--- config.mk ---
export PLATFORM = sky130hd
export DESIGN_NAME = ppse_front
export DESIGN_NICKNAME = d
export VERILOG_FILES = /design/src/hw/rtl/ppse_pkg.sv /design/src/hw/rtl/ppse_front.sv
export SDC_FILE = /design/constraint.sdc
export NUM_CORES = 1
export LEC_CHECK = 0
export ABC_AREA = 1
export ABC_CLOCK_PERIOD_IN_PS = 11850
export BUFFER_PORTS_ARGS = -buffer_cell sky130_fd_sc_hd__buf_2
export CAP_MARGIN = 20
export CORE_MARGIN = 10
export CORE_UTILIZATION = 55
export DETAILED_ROUTE_END_ITERATION = 10
export PLACE_DENSITY = 0.85
export SLEW_MARGIN = 20
export SYNTH_ARGS = -nofsm -noshare
export SYNTH_HDL_FRONTEND = slang
export SYNTH_SLANG_ARGS = --single-unit
--- constraint.sdc ---
create_clock -name clk -period 11.85 [get_ports clk]
set_input_delay 0 -clock clk [delete_from_list [all_inputs] [get_ports clk]]
set_output_delay 0 -clock clk [all_outputs]
set_load 0.03 [all_outputs]
--- src/hw/rtl/ppse_pkg.sv ---
// Shared types, constants and helpers for the spline evaluator.
// Used by ppse_front, ppse_back and piecewise_polynomial_spline_eval.
package ppse_pkg;

  localparam int MAX_SEGMENTS_DEF      = 16;
  localparam int COEFS_PER_SEGMENT_DEF = 8;
  localparam int FRAC_BITS_DEF         = 16;

  // Queued operation after classification
  typedef enum logic [1:0] {
    OP_BOUNDS = 2'd0,
    OP_COEF   = 2'd1,
    OP_EVAL   = 2'd2
  } op_t;

  // Raw request codes on req_type
  localparam logic [1:0] REQ_BOUNDS = 2'd0;
  localparam logic [1:0] REQ_COEF   = 2'd1;
  localparam logic [1:0] REQ_EVAL   = 2'd2;

  // One queued item
  typedef struct packed {
    op_t                op;
    logic [3:0]         segment_index;
    logic [2:0]         coef_index;
    logic signed [31:0] lower_bound;
    logic signed [31:0] upper_bound;
    logic signed [31:0] coef_value;
    logic signed [31:0] query_time;
    logic [1:0]         deriv_order;
    logic               wrap_mode;
  } item_t;

  // Falling factorial power*(power-1)*...; order is at most three
  function automatic logic [15:0] falling(input logic [4:0] power, input logic [1:0] order);
    logic [15:0] f;
    f = 16'd1;
    for (int j = 0; j < 3; j++) begin
      if (j < int'(order)) begin
        f = 16'(f * 16'(power - 5'(j)));
      end
    end
    return f;
  endfunction

endpackage

--- src/hw/rtl/ppse_front.sv ---
// Front end: accepts items, classifies them and drops invalid loads and unknown requests.
// Holds a two-entry queue toward ppse_back. Depends on ppse_pkg.
module ppse_front #(
  parameter int MAX_SEGMENTS      = ppse_pkg::MAX_SEGMENTS_DEF,
  parameter int COEFS_PER_SEGMENT = ppse_pkg::COEFS_PER_SEGMENT_DEF
) (
  input  logic                clk,
  input  logic                rst,
  input  logic                start,
  output logic                busy,
  input  logic [1:0]          req_type,
  input  logic [3:0]          segment_index,
  input  logic [2:0]          coef_index,
  input  logic signed [31:0]  lower_bound,
  input  logic signed [31:0]  upper_bound,
  input  logic signed [31:0]  coef_value,
  input  logic signed [31:0]  query_time,
  input  logic [1:0]          deriv_order,
  input  logic                wrap_mode,
  output logic                head_valid,
  output ppse_pkg::item_t     head_item,
  input  logic                pop
);

  ppse_pkg::item_t q [2];
  logic            wr_ptr;
  logic            rd_ptr;
  logic [1:0]      count;
  logic            keep;
  logic            push;
  ppse_pkg::op_t   op;

  // Classify: loads out of range and unknown requests carry no work
  always_comb begin
    op   = ppse_pkg::OP_EVAL;
    keep = 1'b0;
    unique case (req_type)
      ppse_pkg::REQ_BOUNDS: begin
        op   = ppse_pkg::OP_BOUNDS;
        keep = 32'(segment_index) < MAX_SEGMENTS;
      end
      ppse_pkg::REQ_COEF: begin
        op   = ppse_pkg::OP_COEF;
        keep = (32'(segment_index) < MAX_SEGMENTS) && (32'(coef_index) < COEFS_PER_SEGMENT);
      end
      ppse_pkg::REQ_EVAL: begin
        op   = ppse_pkg::OP_EVAL;
        keep = 1'b1;
      end
      default: begin
        keep = 1'b0;
      end
    endcase
  end

  assign busy       = (count == 2'd2);
  assign push       = start && !busy && keep;
  assign head_valid = (count != 2'd0);
  assign head_item  = q[rd_ptr];

  // Queue storage
  always_ff @(posedge clk) begin
    if (push) begin
      q[wr_ptr] <= '{op: op, segment_index: segment_index, coef_index: coef_index,
                     lower_bound: lower_bound, upper_bound: upper_bound,
                     coef_value: coef_value, query_time: query_time,
                     deriv_order: deriv_order, wrap_mode: wrap_mode};
    end
  end

  // Queue pointers
  always_ff @(posedge clk) begin
    if (rst) begin
      wr_ptr <= 1'b0;
      rd_ptr <= 1'b0;
      count  <= 2'd0;
    end else begin
      if (push) wr_ptr <= ~wr_ptr;
      if (pop)  rd_ptr <= ~rd_ptr;
      count <= 2'(count + {1'b0, push} - {1'b0, pop});
    end
  end

endmodule

======== Word level (Yosys, flattened, before mapping) ========
Memory sizes are Yosys's and may differ from the RTL's. A register that Yosys moved wholly into a read port is not among the register bits.
Index checks and enable logic that the tools add are counted.
operators by class
  reductions and logical operators ........ 6
  equal/unequal tests ..................... 3
  muxes and demuxes ....................... 6
  $lt $le $gt $ge ......................... 0
  div/mod/pow operators ................... 0
  shifts and indexed selects .............. 0
  add/sub/neg operators ................... 2
  multiply operators ...................... 0
  bitwise logic cells ..................... 2
operators with widths
  cell                count
  $mux 1              5
  $eq 2x2->1 const B  2
  $pmux 2 s2          1
  $reduce_or 3->1     1
  $add 2x1->2         1
  $eq 2x1->1 const B  1
  $logic_and 1x1->1   2
  $logic_not 2->1     1
  $not 1->1           2
  $reduce_bool 2->1   1
  $sub 2x1->2         1
  $logic_not 1->1     1
word-level totals
  logic and storage cells ................. 23
  bits in registers ....................... 4
  bits in latches ......................... 0
  input port bits ......................... 144
  memories kept ........................... 1
  memory bits (writable) .................. 280
  output and inout bits ................... 142
  bits in read-only memories .............. 0
memory list
  memory  depth  bits a word  read ports  clocked after Yosys merged registers in  wr ports  line              RTL
  q       2      140          1           1                                        1         ppse_front.sv:25  ppse_pkg::item_t q [2];

======== Logic depth before layout (Yosys ltp) ========
Gate-level depths: netlist of the first run.
  depth after elaboration ................. 6
  depth in mapped cells ................... 11
  mapped depth without buffers ............ 11

======== Worst setup path after synthesis of the first run ========
OpenSTA, ideal clock, no wires.
  path type ............................... register to register
  from .................................... register count[1]
  to ...................................... memory q[0][0] in the netlist's numbering, enable pin
  data required time ...................... 11208 ps
  clock period less this slack ............ 7214 ps
  stages on the path, launching flop included .. 6
  library setup time ...................... 642 ps
  arrival ................................. 6572 ps
  buffers on the path ..................... 0
  path slack .............................. 4636 ps
  cells stage by stage .................... dfxtp_1 > inv_1 > nor2_1 > nor2_1 > inv_1 > nor2_1
between the ends
  longest elaborated chain between the ends .. 6
ends and longest elaborated chain
  item                             line              RTL
  start: declaration               ppse_front.sv:28  logic [1:0] count;
  start signal: assignment         ppse_front.sv:80  count <= 2'(count + {1'b0, push} - {1'b0, pop});
  $eq 2x2->1                       ppse_front.sv:56  assign busy = (count == 2'd2);
  via busy                         ppse_front.sv:10  output logic busy,
  $logic_not 1->1                  ppse_front.sv:57  assign push = start && !busy && keep;
  $logic_and 1x1->1 (2 in series)  ppse_front.sv:57
  $mux 1                           ppse_front.sv:63  if (push) begin
  $mux 1 (not written as such)     ppse_front.sv:64  q[wr_ptr] <= '{op: op, segment_index: segment_index, coef_index: coef_index,
  end: declaration                 ppse_front.sv:25
The timed path passes the listed nets, and every way through them passes these cells.

======== Final worst setup path of the first run ========
  from .................................... input port req_type[1]
  to ...................................... memory q[0][54] in the netlist's numbering, enable pin
between the ends
  longest elaborated chain between the ends .. 6
  elaborated cells on any way between the ends .. 8
  classes of those cells .................. 2 x eq/ne; 3 x mux; 3 x reduce/logical
ends and longest elaborated chain
  item                                  line              RTL
  start: declaration                    ppse_front.sv:11  input logic [1:0] req_type,
  $eq 2x2->1 (tied with other cells)    ppse_front.sv:37  unique case (req_type)
  $reduce_or 3->1 (no source line) (*)  --
  $mux 1 (*)                            ppse_front.sv:37
  $logic_and 1x1->1 (*)                 ppse_front.sv:57
  $mux 1 (*)                            ppse_front.sv:63
  $mux 1 (not written as such) (*)      ppse_front.sv:64
Every way passes the cells marked *; elsewhere a longest branch is shown, timed or not.

==> reports/summary.txt, run 1 <==
status = completed
Worst-Skew Late Latency = 0.52 ns
hold violation total from the final report = 0
relative slew slack = 28.7%
number of DRC violations after detailed routing = 0
number of setup violations in the final report = 0
area overhead of the layout relative to synthesis = 38.0%
clock tree from TritonCTS = built
die width = 160 µm
Mapped Avg Cell Area = 22.7 µm²
overflow left after global routing = 0
PnR Total Power = 2570 µW
total number of placement rows = 51
unrepaired setup endpoints after global routing = false
largest stage delay on the critical path = 0.94 ns
most frequent cells in the layout = sky130_fd_sc_hd__buf_2 (285), sky130_fd_sc_hd__edfxtp_1 (280), sky130_fd_sc_hd__dlygate4sd3_1 (144), sky130_fd_sc_hd__mux2_4 (100), sky130_fd_sc_hd__mux2_2 (40)
I/O pin count = 286
static leakage = 0.00586 µW
final worst slack = 8.56 ns
share of the clock period used by the worst path = 27.8%
Num CTS Buffers = 28
Num Clock Sinks = 285
Critical Setup Path Class = primary input to flop
post-placement cell area = 12400 µm²
drt initial violations = 341
fill cell instance count of the final layout = 1007
Max Fclk = 0.304 GHz
count of port buffers added during placement = 285
Final Slew Violations = 0
Antenna Nets Post-Route = 0
arrival time reported for the critical path endpoint = 3.43 ns
initial standard-cell utilization of the core = 55.7%
flops & latches, synth = 285
number of nets in the final layout = 1068
Storage cell area = 8510 µm²
Hold/Removal Path Class = primary input to flop
maximum vdd drop = 152 µV
maximum buffer depth of the clock tree = 3
area of all placed cells without fillers = 14900 µm²
vias per cell = 5.14
number of max-cap violations = 0
critical path's slowest cell = sky130_fd_sc_hd__buf_4
cell count after synthesis = 474
number of global-route vias before repair = 6796
dpl hpwl = 15.9 mm
Post-Synthesis Net Count = 620
largest net degree at the start of global routing = 83
transition time at the pin with the least slew margin = 1.07 ns
setup tns final = 0 ns
area enclosed by the die boundary = 25600 µm²
number of buffers inserted by post-CTS setup repair = 0
cell area power density = 173 nW/µm²
overall die height = 160 µm
clock slew seen by the registers of the worst setup and hold paths = 0.06 ns
wire per inst = 22.8 µm
ratio of cells with drive above 1 in the final layout = 51.1%
Root Buffer = sky130_fd_sc_hd__clkbuf_16
required time reported for the critical path endpoint = 11.99 ns
Worst Clk Skew = 0.00967 ns
crit path time final = 3.29 ns
commonest non-fill, non-tap cell in the layout = sky130_fd_sc_hd__buf_2
Pre-Repair DR Iteration Count = 4
H-tree level count = 1
Core Util, Final = 76.9%
Final Wtd Congestion = 0.778
Critical Path Start Type = primary input
total via count after detailed routing = 6209
sequence of cells on the critical path = dlygate4sd3_1 -> buf_2 -> nand2_1 -> nand2_1 -> dlygate4sd3_1 -> nor2_1 -> inv_1 -> nor2_4 -> buf_4 -> buf_4
sum of routed wire length over all layers = 27.6 mm
floorplan core area = 19300 µm²
Netlist Area Pre-Place = 10800 µm²
area of the multi-input gates = 2080 µm²
number of antenna violations at the first check in global routing = 2
yosys synthesis warning count = 0
global-route wire length before repair = 41.0 mm
portion of the post-synthesis area used by sequential elements = 79.0%
critical path endpoint category = flop
GRT Total Usage = 20.4%
Placement Setup Slack = 8.96 ns
post-synthesis cell type count = 17
critical path peak fanout = 79
==> power by group <==
| part | internal (µW) | leakage [µW] | switching (µW) |
|---|---|---|---|
| combinational | 174 | 0.00276 | 255 |
| clock | 554 | 0.000470 | 372 |
| sequential | 1190 | 0.00263 | 26.1 |
| total | 1910 | 0.00586 | 653 |
==> final timing paths <==
check,start,end,slack [ns],depth (start not counted)
max reg2reg,count[0]$_SDFF_PP0_,q[0][54]$_DFFE_PP_,8.89,6
min reg2reg,rd_ptr$_SDFFE_PP0P_,rd_ptr$_SDFFE_PP0P_,0.54,2
max,req_type[1],q[0][54]$_DFFE_PP_,8.56,10
min,lower_bound[3],q[0][102]$_DFFE_PP_,0.19,2
==> Yosys cell counts, drive strengths merged <==
cell type	instances	area share [%]
nand2	7	0.24
buf	16	1.5
xnor2	1	0.081
clkbuf	1	0.035
a21oi	1	0.046
mux2	140	18
edfxtp	280	78
inv	8	0.28
dfxtp	5	0.93
nor2	10	0.35
ha	2	0.23
nand4	1	0.058
or2	1	0.058
nand3	1	0.046
==> layout make-up <==
type / count / area share (%)
Timing Repair Buffer: 435 / 19.7
Clock inverter: 21 / 1.62
Antenna cell: 1 / 0.0168
Multi-Input combinational cell: 164 / 14.0
Sequential cell: 285 / 57.3
Tap cell: 265 / 2.23
Inverter: 8 / 0.236
Clock buffer: 30 / 4.91
==> what timing repair did <==
action | CTS | global route
hold buffers | 144 | 0
hold endpoints to repair | 285 | 0
gates resized for setup | 0 | 0
==> routing by layer <==
metal	part of all wire [%]	global-route usage, %
met2	53	36.8
met4	2.0	5.01
met1	37	23.1
met3	8.6	6.22
met5	0.043	0
==> logic make-up (layout without fill, tap and decap cells) <==
logic type      count (synthesis)  after routing  synth area share, %
xor+xnor                        1              1               0.0813
other cells                     0              1                    0
simple gates                   20             20                0.755
compound gates                  1              1               0.0464
flops                         285            285                 79.0
fa+ha+maj                       2              2                0.232
mux                           140            140                 18.1
buf+inv                        25            494                 1.79
==> state kept, by name (all words and copies together), names as in the netlist, named ones only <==
register	flops
wr_ptr	1
rd_ptr	1
q	280
count	2
==> critical path, delay by kind of cell <==
| family | cells | cell delay (ns) |
|---|---|---|
| buffers and inverters | 6 | 2.95 |
| AND/OR/NAND/NOR | 4 | 0.40 |
==> through the flow <==
stage	instances	hold WS (ns)
finish	1209	0.194
global route	1209	0.184
CTS	1207	0.179
detailed placement	1012	0.192
global placement	1012	0.188
floorplan	474	0.0712
(Power assumes the default switching activity.)
==> inputs of run 2 (changes only) <==
ABC_AREA = 0   (was 1)
ABC_CLOCK_PERIOD_IN_PS = 2900   (was 11850)
CORE_UTILIZATION = 47   (was 55)
PLACE_DENSITY = 0.77   (was 0.85)
clock period = 2.9 ns   (was 11.85 ns; I/O delays follow)
==> run 2 against run 1 <==
Against the previous run:
- flip-flop and latch count did not move
- non-clock buffer count rose by 1
- first-iteration DRC count rose by 11%
- largest cell class unchanged
- sequential power rose to 4.2 times the previous value
- cell count rose by 0.91%
- wire length fell by 12%
- clock power rose to 3.7 times the previous value
- cell area barely moved
- setup slack got worse by 7.7 ns
==> reports/summary.txt, run 2 <==
leading registers by flop count = q x280, count x2 (unchanged)
static leakage = 0.00582 µW (was 0.00586 µW)
Hold/Removal Path Class = primary input to flop (unchanged)
cell count after synthesis = 463 (was 474)
hold violation total from the final report = 0 (unchanged)
number of diodes added for antenna fixing = 0 (was 1)
Post-Synthesis Net Count = 609 (was 620)
global-route track usage on met1 = 17.7% (was 23.1%)
min-delay src = query_time[8] (was lower_bound[3])
portion of the post-synthesis area used by sequential elements = 79.0% (about the same)
sequential fraction of design power = 47.6% (was 47.3%)
sum of routed wire length over all layers = 24.2 mm (was 27.6 mm)
flip-flop count of the largest register after layout = 280 (unchanged)
dpl hpwl = 14.8 mm (was 15.9 mm)
NetSw = 2840 µW (was 653 µW)
Final Wtd Congestion = 0.743 (was 0.778)
switching fraction of total power = 26.5% (was 25.4%)
maximum vdd drop = 537 µV (was 152 µV)
grt peak-use layer = met2 (unchanged)
most frequent cells in the layout = sky130_fd_sc_hd__buf_2 (285), sky130_fd_sc_hd__edfxtp_1 (280), sky130_fd_sc_hd__dlygate4sd3_1 (145), sky130_fd_sc_hd__mux2_4 (100), sky130_fd_sc_hd__mux2_2 (40) (was sky130_fd_sc_hd__buf_2 (285), sky130_fd_sc_hd__edfxtp_1 (280), sky130_fd_sc_hd__dlygate4sd3_1 (144), sky130_fd_sc_hd__mux2_4 (100), sky130_fd_sc_hd__mux2_2 (40))
cell area power density = 721 nW/µm² (was 173 nW/µm²)
transition time at the pin with the least slew margin = 0.670 ns (was 1.07 ns)
number of setup violations in the final report = 0 (unchanged)
initial standard-cell utilization of the core = 47.7% (was 55.7%)
arrival time reported for the critical path endpoint = 2.00 ns (was 3.43 ns)
vias per cell = 4.82 (was 5.14)
Pre-Repair DR Iteration Count = 4 (unchanged)
Register-to-Register Path Depth = 4 (was 6)
area enclosed by the die boundary = 29400 µm² (was 25600 µm²)
maximum buffer depth of the clock tree = 3 (unchanged)
number of global-route vias before repair = 6538 (was 6796)
flops & latches, synth = 285 (unchanged)
PnR Total Power = 10700 µW (was 2570 µW)
Worst R2R Setup Slack = 1.25 ns (was 8.89 ns)
leading register cell type out of synthesis = sky130_fd_sc_hd__edfxtp_1 (unchanged)
instance count along the most critical hold path = 2 (unchanged)
largest register by flop count = q (unchanged)
total placed cells including tap cells = 1022 (was 1012)
Worst-Skew Late Latency = 0.54 ns (was 0.52 ns)
Num CTS Buffers = 29 (was 28)
most instantiated library cell after synthesis = sky130_fd_sc_hd__edfxtp_1 (unchanged)
unrepaired setup endpoints after global routing = false (unchanged)
H-tree level count = 1 (unchanged)
Root Buffer = sky130_fd_sc_hd__clkbuf_16 (unchanged)
Antenna Nets Post-Route = 0 (unchanged)
critical path peak fanout = 76 (was 79)
portion of synthesized cell area occupied by the leading cell type = 78.1% (was 78.0%)
cell types occupying the most area after synthesis = sky130_fd_sc_hd__edfxtp_1 (78%), sky130_fd_sc_hd__mux2_4 (14%), sky130_fd_sc_hd__mux2_2 (4.2%), sky130_fd_sc_hd__buf_6 (1.2%), sky130_fd_sc_hd__dfxtp_1 (0.93%) (was sky130_fd_sc_hd__edfxtp_1 (78%), sky130_fd_sc_hd__mux2_4 (14%), sky130_fd_sc_hd__mux2_2 (4.2%), sky130_fd_sc_hd__buf_6 (1.1%), sky130_fd_sc_hd__dfxtp_1 (0.93%))
overall die height = 171 µm (was 160 µm)
wire per inst = 19.8 µm (was 22.8 µm)
commonest non-fill, non-tap cell in the layout = sky130_fd_sc_hd__buf_2 (unchanged)
share of the clock period used by the worst path = 69.1%
critical path endpoint category = output port (was flop)
number of DRC violations after detailed routing = 0 (unchanged)
Core Util, Final = 65.9% (was 76.9%)
clock slew seen by the registers of the worst setup and hold paths = 0.06 ns (about the same)
die width = 171 µm (was 160 µm)
total number of placement rows = 55 (was 51)
async set-reset flop share out of synthesis = 0% (unchanged)
fin cells = 1220 (was 1209)
end of the worst register-to-register path = wr_ptr$_SDFFE_PP0P_ (was q[0][54]$_DFFE_PP_)
Netlist Area Pre-Place = 10800 µm² (about the same)
cell type contributing the most total cell area after synthesis = sky130_fd_sc_hd__edfxtp_1 (unchanged)
GRT met2 Usage = 28.2% (was 36.8%)
I/O pin count = 286 (unchanged)
clock network power share = 32.1% (was 36.1%)
status = completed (unchanged)
post-synthesis cell type count = 18 (was 17)
global-route wire length before repair = 36.6 mm (was 41.0 mm)
ratio of cells with drive above 1 in the final layout = 51.0% (was 51.1%)
clock tree from TritonCTS = built (unchanged)
ranking of synthesized cells by instance count = sky130_fd_sc_hd__edfxtp_1 (280), sky130_fd_sc_hd__mux2_4 (100), sky130_fd_sc_hd__mux2_2 (40) (unchanged)
post-cts gate resize count = 0 (unchanged)
Mapped Avg Cell Area = 23.3 µm² (was 22.7 µm²)
overflow left after global routing = 0 (unchanged)
Final Slew Violations = 0 (unchanged)
Critical Path Start Type = flop (was primary input)
relative slew slack = 55.3% (was 28.7%)
number of nets in the final layout = 1059 (was 1068)
largest net degree at the start of global routing = 83 (unchanged)
total via count after detailed routing = 5879 (was 6209)
portion of total power attributed to combinational logic = 20.2% (was 16.7%)
Max Fclk = 0.499 GHz
design internal power = 7880 µW (was 1910 µW)
number of antenna violations at the first check in global routing = 1 (was 2)
number of enable-type register cells in the synthesized netlist = 280 (unchanged)
count of port buffers added during placement = 285 (unchanged)
GRT Total Usage = 15.8% (was 20.4%)
setup tns final = 0 ns (unchanged)
crit path time final = 2.00 ns
Worst Clk Skew = 0.00686 ns (was 0.00967 ns)
Worst Hold Path EP = q[1][11]$_DFFE_PP_ (was q[0][102]$_DFFE_PP_)
Num Clock Sinks = 285 (unchanged)
area overhead of the layout relative to synthesis = 38.1% (was 38.0%)
Placement Setup Slack = 1.26 ns (was 8.96 ns)
drt initial violations = 379 (was 341)
met3 GRT Util = 4.72% (was 6.22%)
number of max-cap violations = 0 (unchanged)
floorplan core area = 22600 µm² (was 19300 µm²)
yosys synthesis warning count = 0 (unchanged)
critical register-to-register path startpoint = count[1]$_SDFF_PP0_ (was count[0]$_SDFF_PP0_)
fill cell instance count of the final layout = 1504 (was 1007)
Critical Setup Path Class = flop to output port (was primary input to flop)
final worst slack = 0.897 ns (was 8.56 ns)
required time reported for the critical path endpoint = 2.90 ns (was 11.99 ns)
run 2: routing by layer:
layer | vias up | part of all wire [%]
met2 | 214 | 52
met5 | - | 0.029
met4 | 2 | 3.2
met1 | 2875 | 38
li1 | 2736 | -
met3 | 52 | 7.3
run 2: cell type report:
type | count | area [µm²] | share of cell area [%]
multi-input combinational | 159 | 2110 | 14.2
clock buffer | 44 | 812 | 5.46
timing repair buffer | 436 | 3000 | 20.2
inverter | 2 | 7.51 | 0.0505
tap | 285 | 357 | 2.40
clock inverter | 9 | 71.3 | 0.480
sequential | 285 | 8510 | 57.2
run 2: cells by family (layout without fill, tap and decap cells):
logic type,Yosys count,in the layout,synth area share (%)
xor gates and xnor gates,3,3,0.244
DFF,285,285,79.0
and+or+nand+nor,13,13,0.697
muxes,141,141,18.2
buffers and inverters,19,491,1.58
adders and majority gates,2,2,0.232
run 2: through the flow:
stage | hold WS [ns] | cell area, µm²
floorplan | 0.0650 | 10800
global placement | 0.188 | 12500
detailed placement | 0.191 | 12500
CTS | 0.160 | 14900
global route | 0.177 | 14900
finish | 0.182 | 14900
run 2: worst max path at each step:
stage | start | endpoint | depth (start not counted)
after detailed placement | count[1]$_SDFF_PP0_ | count[1]$_SDFF_PP0_ | 8
after floorplan | count[1]$_SDFF_PP0_ | q[0][0]$_DFFE_PP_ | 3
after CTS | flop | head_item[77] | 3
final | flop | head_item[77] | 3
after global placement | count[1]$_SDFF_PP0_ | q[1][81]$_DFFE_PP_ | 4
after global routing | flop | head_item[43] | 3
run 2: repair_timing:
item | CTS | global route
setup endpoints to repair | 0 | 0
hold endpoints to repair | 285 | 0
hold buffers | 145 | 0
buffers inserted | 0 | 0
run 2: power by group through the flow:
stage               Clock (µW)  Sequential (µW)  Combinational (µW)
floorplan                    0             5190                1440
global route              3700             5140                2300
global placement             0             5160                2010
finish                    3440             5110                2170
detailed placement           0             5190                2020
CTS                       3520             5110                2190
run 2: critical path, stage by stage, from the launching register on:
cell and delay, ns:
sky130_fd_sc_hd__dfxtp_4 0.37, sky130_fd_sc_hd__buf_12 0.39, sky130_fd_sc_hd__mux2_4 0.36, sky130_fd_sc_hd__buf_2 0.18
